### src/mldsa_bp_pkg.sv
// Package for the ML-DSA coefficient bit packer.
// Holds the queue word type, mode codes and the per-mode field decode.
// No dependencies.
package mldsa_bp_pkg;

   localparam int unsigned COEFF_W = 21;
   localparam int unsigned FIELD_W = 20;
   localparam int unsigned PEND_W  = 7;
   localparam int unsigned ACC_W   = 27;
   localparam int unsigned MODE_W  = 3;

   // Register byte addresses
   localparam logic [2:0] CSR_ADDR_PACK_MODE = 3'd0;

   typedef enum logic [MODE_W-1:0] {
      MODE_T1   = 3'd0,
      MODE_ETA2 = 3'd1,
      MODE_ETA4 = 3'd2,
      MODE_T0   = 3'd3,
      MODE_Z17  = 3'd4,
      MODE_Z19  = 3'd5
   } pack_mode_type;

   typedef struct packed {
      logic [4:0]         width;
      logic [FIELD_W-1:0] offset;
      logic [FIELD_W-1:0] max_val;
      logic [FIELD_W-1:0] mask;
      logic               negate;
   } mode_info_type;

   // One queue word: the bytes an item produces and how many of them go out
   typedef struct packed {
      logic [23:0] acc;
      logic [1:0]  nbytes;
      logic        err;
   } pack_word_type;

   function automatic mode_info_type mode_decode(input logic [MODE_W-1:0] mode);
      mode_info_type info;
      case (mode)
         MODE_ETA2: info = '{5'd3,  20'd2,       20'd4,       20'h00007, 1'b1};
         MODE_ETA4: info = '{5'd4,  20'd4,       20'd8,       20'h0000F, 1'b1};
         MODE_T0:   info = '{5'd13, 20'd4096,    20'h01FFF,   20'h01FFF, 1'b1};
         MODE_Z17:  info = '{5'd18, 20'h20000,   20'h3FFFF,   20'h3FFFF, 1'b1};
         MODE_Z19:  info = '{5'd20, 20'h80000,   20'hFFFFF,   20'hFFFFF, 1'b1};
         default:   info = '{5'd10, 20'd0,       20'h003FF,   20'h003FF, 1'b0};
      endcase
      return info;
   endfunction

endpackage

### src/mldsa_bp_front.sv
// Front end of the bit packer: maps a coefficient to its field, merges it
// with the leftover bits and pushes the complete bytes as one queue word.
// Depends on mldsa_bp_pkg.
module mldsa_bp_front
   import mldsa_bp_pkg::*;
(
   input  logic                 clock,
   input  logic                 reset,
   input  logic [MODE_W-1:0]    pack_mode,
   input  logic                 in_valid,
   output logic                 in_ready,
   input  logic [COEFF_W-1:0]   coeff,
   input  logic                 poly_last,
   input  logic                 q_ready,
   output logic                 q_push,
   output pack_word_type        q_word
);

   mode_info_type           info;
   logic signed [22:0]      c_ext;
   logic signed [22:0]      t_val;
   logic                    bad;
   logic [FIELD_W-1:0]      field;
   logic [ACC_W-1:0]        acc;
   logic [4:0]              total;
   logic [1:0]              full;
   logic                    pad;
   logic [1:0]              nbytes;
   logic                    err_now;
   logic                    accept;

   logic [PEND_W-1:0]       pend_bits_ff,  pend_bits_in;
   logic [2:0]              pend_count_ff, pend_count_in;
   logic                    sticky_ff,     sticky_in;

   assign in_ready = q_ready;
   assign accept   = in_valid && q_ready;

   always_comb begin
      info  = mode_decode(pack_mode);
      c_ext = {{2{coeff[COEFF_W-1]}}, coeff};
      if (info.negate) begin
         t_val = $signed({3'b000, info.offset}) - c_ext;
      end else begin
         t_val = c_ext;
      end
      bad     = t_val[22] || (t_val > $signed({3'b000, info.max_val}));
      field   = t_val[FIELD_W-1:0] & info.mask;
      acc     = ({7'd0, field} << pend_count_ff) | {20'd0, pend_bits_ff};
      total   = {2'b00, pend_count_ff} + info.width;
      full    = total[4:3];
      // padded flush byte only if leftover bits remain and there is room
      pad     = poly_last && (total[2:0] != 3'd0) && (full != 2'd3);
      nbytes  = full + {1'b0, pad};
      err_now = sticky_ff || bad;
   end

   assign q_push        = accept && (nbytes != 2'd0);
   assign q_word.acc    = acc[23:0];
   assign q_word.nbytes = nbytes;
   assign q_word.err    = err_now;

   always_comb begin
      pend_bits_in  = pend_bits_ff;
      pend_count_in = pend_count_ff;
      sticky_in     = sticky_ff;
      if (accept) begin
         if (poly_last) begin
            pend_bits_in  = '0;
            pend_count_in = '0;
            sticky_in     = 1'b0;
         end else begin
            pend_bits_in  = PEND_W'(acc >> {full, 3'b000});
            pend_count_in = total[2:0];
            sticky_in     = err_now;
         end
      end
   end

   always_ff @(posedge clock) begin
      if (reset) begin
         pend_bits_ff  <= '0;
         pend_count_ff <= '0;
         sticky_ff     <= 1'b0;
      end else begin
         pend_bits_ff  <= pend_bits_in;
         pend_count_ff <= pend_count_in;
         sticky_ff     <= sticky_in;
      end
   end

endmodule

### src/mldsa_bp_queue.sv
// Small word queue between the packer front end and the byte emitter.
// Depends on mldsa_bp_pkg.
module mldsa_bp_queue
   import mldsa_bp_pkg::*;
#(
   parameter int unsigned DEPTH = 4
)
(
   input  logic           clock,
   input  logic           reset,
   input  logic           push,
   input  pack_word_type  push_word,
   output logic           not_full,
   input  logic           pop,
   output logic           not_empty,
   output pack_word_type  head_word
);

   localparam int unsigned PTR_W = (DEPTH > 1) ? $clog2(DEPTH) : 1;
   localparam int unsigned CNT_W = $clog2(DEPTH + 1);

   pack_word_type      mem [DEPTH];
   logic [PTR_W-1:0]   wr_ptr_ff, wr_ptr_in;
   logic [PTR_W-1:0]   rd_ptr_ff, rd_ptr_in;
   logic [CNT_W-1:0]   count_ff,  count_in;

   assign not_full  = (count_ff != CNT_W'(DEPTH));
   assign not_empty = (count_ff != '0);
   assign head_word = mem[rd_ptr_ff];

   always_comb begin
      wr_ptr_in = wr_ptr_ff;
      rd_ptr_in = rd_ptr_ff;
      count_in  = count_ff;
      if (push) begin
         wr_ptr_in = (wr_ptr_ff == PTR_W'(DEPTH - 1)) ? '0 : wr_ptr_ff + 1'b1;
      end
      if (pop) begin
         rd_ptr_in = (rd_ptr_ff == PTR_W'(DEPTH - 1)) ? '0 : rd_ptr_ff + 1'b1;
      end
      if (push && !pop) begin
         count_in = count_ff + 1'b1;
      end else if (pop && !push) begin
         count_in = count_ff - 1'b1;
      end
   end

   always_ff @(posedge clock) begin
      if (push) begin
         mem[wr_ptr_ff] <= push_word;
      end
   end

   always_ff @(posedge clock) begin
      if (reset) begin
         wr_ptr_ff <= '0;
         rd_ptr_ff <= '0;
         count_ff  <= '0;
      end else begin
         wr_ptr_ff <= wr_ptr_in;
         rd_ptr_ff <= rd_ptr_in;
         count_ff  <= count_in;
      end
   end

   a_no_overflow: assert property (@(posedge clock) disable iff (reset)
      push |-> (not_full || pop))
      else $error("queue written while full");

   a_no_underflow: assert property (@(posedge clock) disable iff (reset)
      pop |-> not_empty)
      else $error("queue read while empty");

   a_count_up: assert property (@(posedge clock) disable iff (reset)
      (push && !pop) |=> (count_ff == $past(count_ff) + 1'b1))
      else $error("queue count did not advance on push");

endmodule

### src/mldsa_bp_back.sv
// Byte emitter: walks the bytes of the queue head word into the output
// register, one byte a cycle while out_ready allows. Depends on mldsa_bp_pkg.
module mldsa_bp_back
   import mldsa_bp_pkg::*;
(
   input  logic           clock,
   input  logic           reset,
   input  logic           q_valid,
   input  pack_word_type  q_word,
   output logic           q_pop,
   output logic           out_valid,
   input  logic           out_ready,
   output logic [7:0]     out_byte,
   output logic           run_last,
   output logic           range_error
);

   logic [1:0] idx_ff,   idx_in;
   logic       valid_ff, valid_in;
   logic [7:0] byte_ff,  byte_in;
   logic       last_ff,  last_in;
   logic       err_ff,   err_in;
   logic       load;
   logic       word_end;
   logic [7:0] sel_byte;

   assign load     = q_valid && (!valid_ff || out_ready);
   assign word_end = (idx_ff == (q_word.nbytes - 2'd1));
   assign q_pop    = load && word_end;

   always_comb begin
      case (idx_ff)
         2'd0:    sel_byte = q_word.acc[7:0];
         2'd1:    sel_byte = q_word.acc[15:8];
         2'd2:    sel_byte = q_word.acc[23:16];
         default: sel_byte = 8'd0;
      endcase
   end

   always_comb begin
      idx_in   = idx_ff;
      valid_in = valid_ff;
      byte_in  = byte_ff;
      last_in  = last_ff;
      err_in   = err_ff;
      if (load) begin
         valid_in = 1'b1;
         byte_in  = sel_byte;
         last_in  = word_end;
         err_in   = q_word.err;
         idx_in   = word_end ? 2'd0 : idx_ff + 2'd1;
      end else if (out_ready) begin
         valid_in = 1'b0;
      end
   end

   always_ff @(posedge clock) begin
      if (reset) begin
         idx_ff   <= '0;
         valid_ff <= 1'b0;
      end else begin
         idx_ff   <= idx_in;
         valid_ff <= valid_in;
      end
      byte_ff <= byte_in;
      last_ff <= last_in;
      err_ff  <= err_in;
   end

   assign out_valid   = valid_ff;
   assign out_byte    = byte_ff;
   assign run_last    = last_ff;
   assign range_error = err_ff;

endmodule

### src/ml_dsa_coefficient_bit_packer.sv
// ML-DSA coefficient bit packer, top level.
// Depends on mldsa_bp_pkg, mldsa_bp_front, mldsa_bp_queue, mldsa_bp_back.
//
// Usage:
//   req_*  : one coefficient a word. tdata[20:0] holds the signed coefficient,
//            tlast marks the final coefficient of a polynomial.
//   rsp_*  : one packed byte a word, LSB-first bit order. tlast marks the last
//            byte that an input word produced, tuser is the sticky range error
//            of the current polynomial.
//   csr_*  : APB-style port, register pack_mode at byte address 0.
//   A coefficient gives zero to three bytes. The front end takes one word a
//   cycle while the queue has room; the emitter sends one byte a cycle while
//   bytes wait and rsp_tready allows, so the front end can take new words
//   while the bytes of earlier ones still drain. The first byte of a word
//   passes the queue and then the output register before it is on rsp.
//   Reset clears the bit accumulator, the error flag, the queue and selects t1.
//   When rsp_tready is low the output byte holds, the queue fills and then
//   req_tready drops until bytes drain. Change pack_mode only while idle.
module ml_dsa_coefficient_bit_packer
   import mldsa_bp_pkg::*;
#(
   parameter int unsigned QUEUE_DEPTH = 4
)
(
   input  logic        clock,
   input  logic        reset,
   input  logic        req_tvalid,
   output logic        req_tready,
   input  logic [23:0] req_tdata,   // [20:0] coeff, [23:21] zero
   input  logic        req_tlast,
   output logic        rsp_tvalid,
   input  logic        rsp_tready,
   output logic [7:0]  rsp_tdata,   // [7:0] out_byte
   output logic        rsp_tlast,
   output logic [0:0]  rsp_tuser,   // [0] range_error
   input  logic        csr_psel,
   input  logic        csr_penable,
   input  logic        csr_pwrite,
   input  logic [2:0]  csr_paddr,
   input  logic [31:0] csr_pwdata,
   output logic [31:0] csr_prdata,
   output logic        csr_pready
);

   logic [MODE_W-1:0] mode_ff, mode_in;
   logic              q_ready;
   logic              q_push;
   pack_word_type     q_word;
   logic              q_valid;
   logic              q_pop;
   pack_word_type     q_head;

   assign csr_pready = 1'b1;
   assign csr_prdata = (csr_paddr == CSR_ADDR_PACK_MODE) ? {29'd0, mode_ff} : 32'd0;

   always_comb begin
      mode_in = mode_ff;
      if (csr_psel && csr_penable && csr_pwrite && (csr_paddr == CSR_ADDR_PACK_MODE)) begin
         mode_in = csr_pwdata[MODE_W-1:0];
      end
   end

   always_ff @(posedge clock) begin
      if (reset) begin
         mode_ff <= MODE_T1;
      end else begin
         mode_ff <= mode_in;
      end
   end

   mldsa_bp_front u_front (
      .clock     (clock),
      .reset     (reset),
      .pack_mode (mode_ff),
      .in_valid  (req_tvalid),
      .in_ready  (req_tready),
      .coeff     (req_tdata[COEFF_W-1:0]),
      .poly_last (req_tlast),
      .q_ready   (q_ready),
      .q_push    (q_push),
      .q_word    (q_word)
   );

   mldsa_bp_queue #(
      .DEPTH (QUEUE_DEPTH)
   ) u_queue (
      .clock     (clock),
      .reset     (reset),
      .push      (q_push),
      .push_word (q_word),
      .not_full  (q_ready),
      .pop       (q_pop),
      .not_empty (q_valid),
      .head_word (q_head)
   );

   mldsa_bp_back u_back (
      .clock       (clock),
      .reset       (reset),
      .q_valid     (q_valid),
      .q_word      (q_head),
      .q_pop       (q_pop),
      .out_valid   (rsp_tvalid),
      .out_ready   (rsp_tready),
      .out_byte    (rsp_tdata),
      .run_last    (rsp_tlast),
      .range_error (rsp_tuser[0])
   );

endmodule
### config.mk
export PLATFORM = sky130hd
export DESIGN_NAME = ml_dsa_coefficient_bit_packer
export DESIGN_NICKNAME = d
export VERILOG_FILES = /design/src/mldsa_bp_pkg.sv /design/src/mldsa_bp_front.sv /design/src/mldsa_bp_queue.sv /design/src/mldsa_bp_back.sv /design/src/ml_dsa_coefficient_bit_packer.sv
export SDC_FILE = /design/constraint.sdc
export NUM_CORES = 1
export LEC_CHECK = 0
export BUFFER_PORTS_ARGS = -buffer_cell sky130_fd_sc_hd__buf_2
export CORE_MARGIN = 5
export CORE_UTILIZATION = 35
export CTS_CLUSTER_DIAMETER = 60
export DETAILED_ROUTE_END_ITERATION = 7
export PLACE_DENSITY = 0.5
export REMOVE_ABC_BUFFERS = 1
export SLEW_MARGIN = 40
export SYNTH_ARGS = -nofsm -noshare
export SYNTH_HDL_FRONTEND = slang
export SYNTH_SLANG_ARGS = --single-unit
### constraint.sdc
create_clock -name clock -period 5.75 [get_ports clock]
set_input_delay 0.8625 -clock clock [delete_from_list [all_inputs] [get_ports clock]]
set_output_delay 0.8625 -clock clock [all_outputs]
set_load 0.01 [all_outputs]
==> out/qor.csv <==
metric,value,unit
status,"finished, final reports clean",
maxCapViolations,0,
reg2regPathDepth,14,
reg2reg_slack,0.48,ns
power.share.clock,0.338,
finalPower,3.20,mW
p_leak,3.62,nW
path_clk_slew,0.06,ns
yosys.cell_types.count,74,
synth-main-ff-cell,edfxtp_1,
die_area,27300,sq um
crit_required,5.87,ns
numCtsBuffers,17,
syn-cell-area,8450,sq um
hold_viol,0,
p_seq_frac,0.421,
rows,56,
r2r-end,u_queue.mem[0][0],
grt_pass1_wl,31100,um
p_comb_frac,0.241,
num_io_pins,112,
grt_start_max_net_pins,29,
fillerInstances,2272,
hp-class,reg2reg,
ys_seq_area_frac,0.481,
vdd_drop_max,151,uV
via_per_inst,5.21,
max-slew-margin-rel,0.516,
skew,0.0148,ns
core,23600,sq um
drc,0,
synthArstFlopShare,0,
ctsHtreeMaxLevel,4,
vias,5603,
postSynthAreaPerCell,12.1,sq um
yosysWarningCount,0,
initial_utilization,0.358,
antenna_found_initial,0,
clock_latency,0.42,ns
worst_pin_slew,0.717,ns
first_global_vias,5921,
final_common_cell,edfxtp_1,
fp.dieW,165,um
antennaDiodeCount,0,
syn_inst,699,
rsz0062_at_grt,false,
final_util,0.403,
finalSetupTns,0,ns
crit_type,reg2reg,
arrival,5.39,ns
fmax,190,MHz
p_sw_frac,0.279,
root_buffer,clkbuf_16,
dpl.hpwl,14300,um
cts_buffer_depth,2,
p_int,2.31,mW
gp_congestion,0.861,
dp.cells,1044,
min_period_over_period,0.916,
worstSetupStartpoint,mode_ff[2],
cts_tree,done,
crit_path_end_kind,register,
setup-violations-final,0,
layout-drive-gt1-share,0.203,
synthToLayoutAreaGrowth,12.5,%
fin_cells,1076,
grt-ovfl-total,0,
synth_edf_count,118,
period_needed,5.27,ns
most-common-layout-cells,"118 x edfxtp_1, 62 x nand2_1, 56 x ha_1, 49 x buf_2, 38 x mux4_2",
wire_per_inst,18.4,um
power.switching,894,uW
drtAntennaViolNets,0,
die_h,165,um
synth_seq_cells,144,
drtPass1Iterations,4,
nets,870,
io_buffer_count,49,
critPathLaunchType,register,
slew_violations,0,
power_density,337,nW/um^2
cts.sinks,144,
post_cts_buffers,0,
wirelength,19800,um
crit_fanout,14,
r2r_start,mode_ff[2],
worstSetupEndpoint,u_queue.mem[0][0],
drt_first_iter_violations,278,
track_usage,0.148,
==> critical path, cell delays in order, from the launching register on <==
cell     delay [ns]
dfxtp_1        0.63
nor2b_1        0.21
and2_1         0.23
ha_1           0.32
nor4b_1        0.60
a31oi_1        0.29
o21ai_0        0.26
xnor2_1        0.19
ha_1           0.32
a21oi_1        0.33
nor4b_1        0.27
a32o_1         0.28
a31oi_1        0.11
or4_1          0.59
or2_1          0.34
==> worst min-delay path by stage <==
stage	start	end	slack, ns	cells past startpoint
6_report	u_back.out_valid	u_back.out_valid	0.47	2
5_1_grt	u_back.out_valid	u_back.out_valid	0.52	2
2_1_floorplan	u_front.pend_bits_ff[1]	u_front.pend_bits_ff[1]	0.44	2
3_3_place_gp	u_back.out_valid	u_back.out_valid	0.45	2
3_5_place_dp	u_back.out_valid	u_back.out_valid	0.47	2
4_1_cts	u_back.out_valid	u_back.out_valid	0.48	2
==> power by group through the flow <==
stage | clock [mW] | sequential (mW) | combinational, mW
6_report | 1.08 | 1.35 | 0.771
5_1_grt | 1.16 | 1.36 | 0.854
4_1_cts | 1.11 | 1.35 | 0.788
3_5_place_dp | 0 | 1.37 | 0.783
3_3_place_gp | 0 | 1.36 | 0.766
2_1_floorplan | 0 | 1.43 | 0.470
==> cell usage after synthesis (6+ instances only) <==
cell,n,share of area
a21o_1,6,0.0053
a21oi_1,35,0.021
a22oi_1,10,0.0089
a31oi_1,6,0.0044
and2_1,18,0.013
buf_2,9,0.0053
buf_4,33,0.029
clkbuf_1,15,0.0067
dfxtp_1,26,0.062
edfxtp_1,118,0.42
ha_1,56,0.083
inv_1,31,0.014
mux2_2,10,0.013
mux2i_1,13,0.015
mux4_2,38,0.10
nand2_1,62,0.028
nand3_1,12,0.0071
nor2_1,32,0.014
nor2b_1,8,0.0059
nor3_1,14,0.0083
o21ai_0,25,0.015
o31ai_1,6,0.0053
xnor2_1,11,0.011
xor2_1,13,0.013
==> flip-flops by register name, summed over array words and instances, names as in the netlist, named ones only <==
signal                 count
u_back.idx_ff              2
u_front.pend_count_ff      3
u_back.out_valid           1
u_queue.count_ff           3
u_front.sticky_ff          1
u_back.run_last            1
mode_ff                    3
u_front.pend_bits_ff       7
u_queue.mem              108
u_queue.wr_ptr_ff          2
u_queue.rd_ptr_ff          2
u_back.out_byte            8
u_back.range_error         1
==> cells by family after synthesis <==
| kind of cell | Yosys count | synth area share |
|---|---|---|
| and+or+nand+nor | 181 | 0.107 |
| DFF | 144 | 0.481 |
| AOI/OAI and AO/OA | 133 | 0.106 |
| buffers and inverters | 94 | 0.0588 |
| muxes | 62 | 0.132 |
| adders and majority gates | 59 | 0.0901 |
| xor gates and xnor gates | 24 | 0.0249 |
| other | 2 | 0.000889 |
==> cell type report <==
cell class | instances | area [sq um] | area share
clock buffer | 26 | 562 | 0.0591
clock inverter | 6 | 40.0 | 0.00421
inverter | 32 | 120 | 0.0126
multi-input combinational | 489 | 3990 | 0.420
sequential | 144 | 4070 | 0.428
tap | 319 | 399 | 0.0420
timing repair buffer | 60 | 328 | 0.0345
==> per-stage QoR <==
| stage | area (sq um) | hold WS, ns | setup slack, ns |
|---|---|---|---|
| floorplan | 8180 | 0.435 | 1.32 |
| global placement | 8900 | 0.451 | 0.629 |
| detailed placement | 8900 | 0.468 | 0.457 |
| CTS | 9510 | 0.475 | 0.429 |
| global route | 9510 | 0.518 | 0.127 |
| finish | 9510 | 0.468 | 0.483 |
==> routing by layer <==
metal / vias to the layer above / share of wire / global-route usage
li1: 2657 / - / -
met1: 2763 / 0.45 / 0.190
met2: 154 / 0.49 / 0.249
met3: 29 / 0.038 / 0.0330
met4: 0 / 0.023 / 0.0491
met5: - / 0 / 0
==> timing repair <==
action	CTS	global route
gates resized for setup	0	1
setup endpoints to repair	0	1
hold buffers	0	0
hold endpoints to repair	0	0
Note: power is estimated with default switching activity, not from simulation.
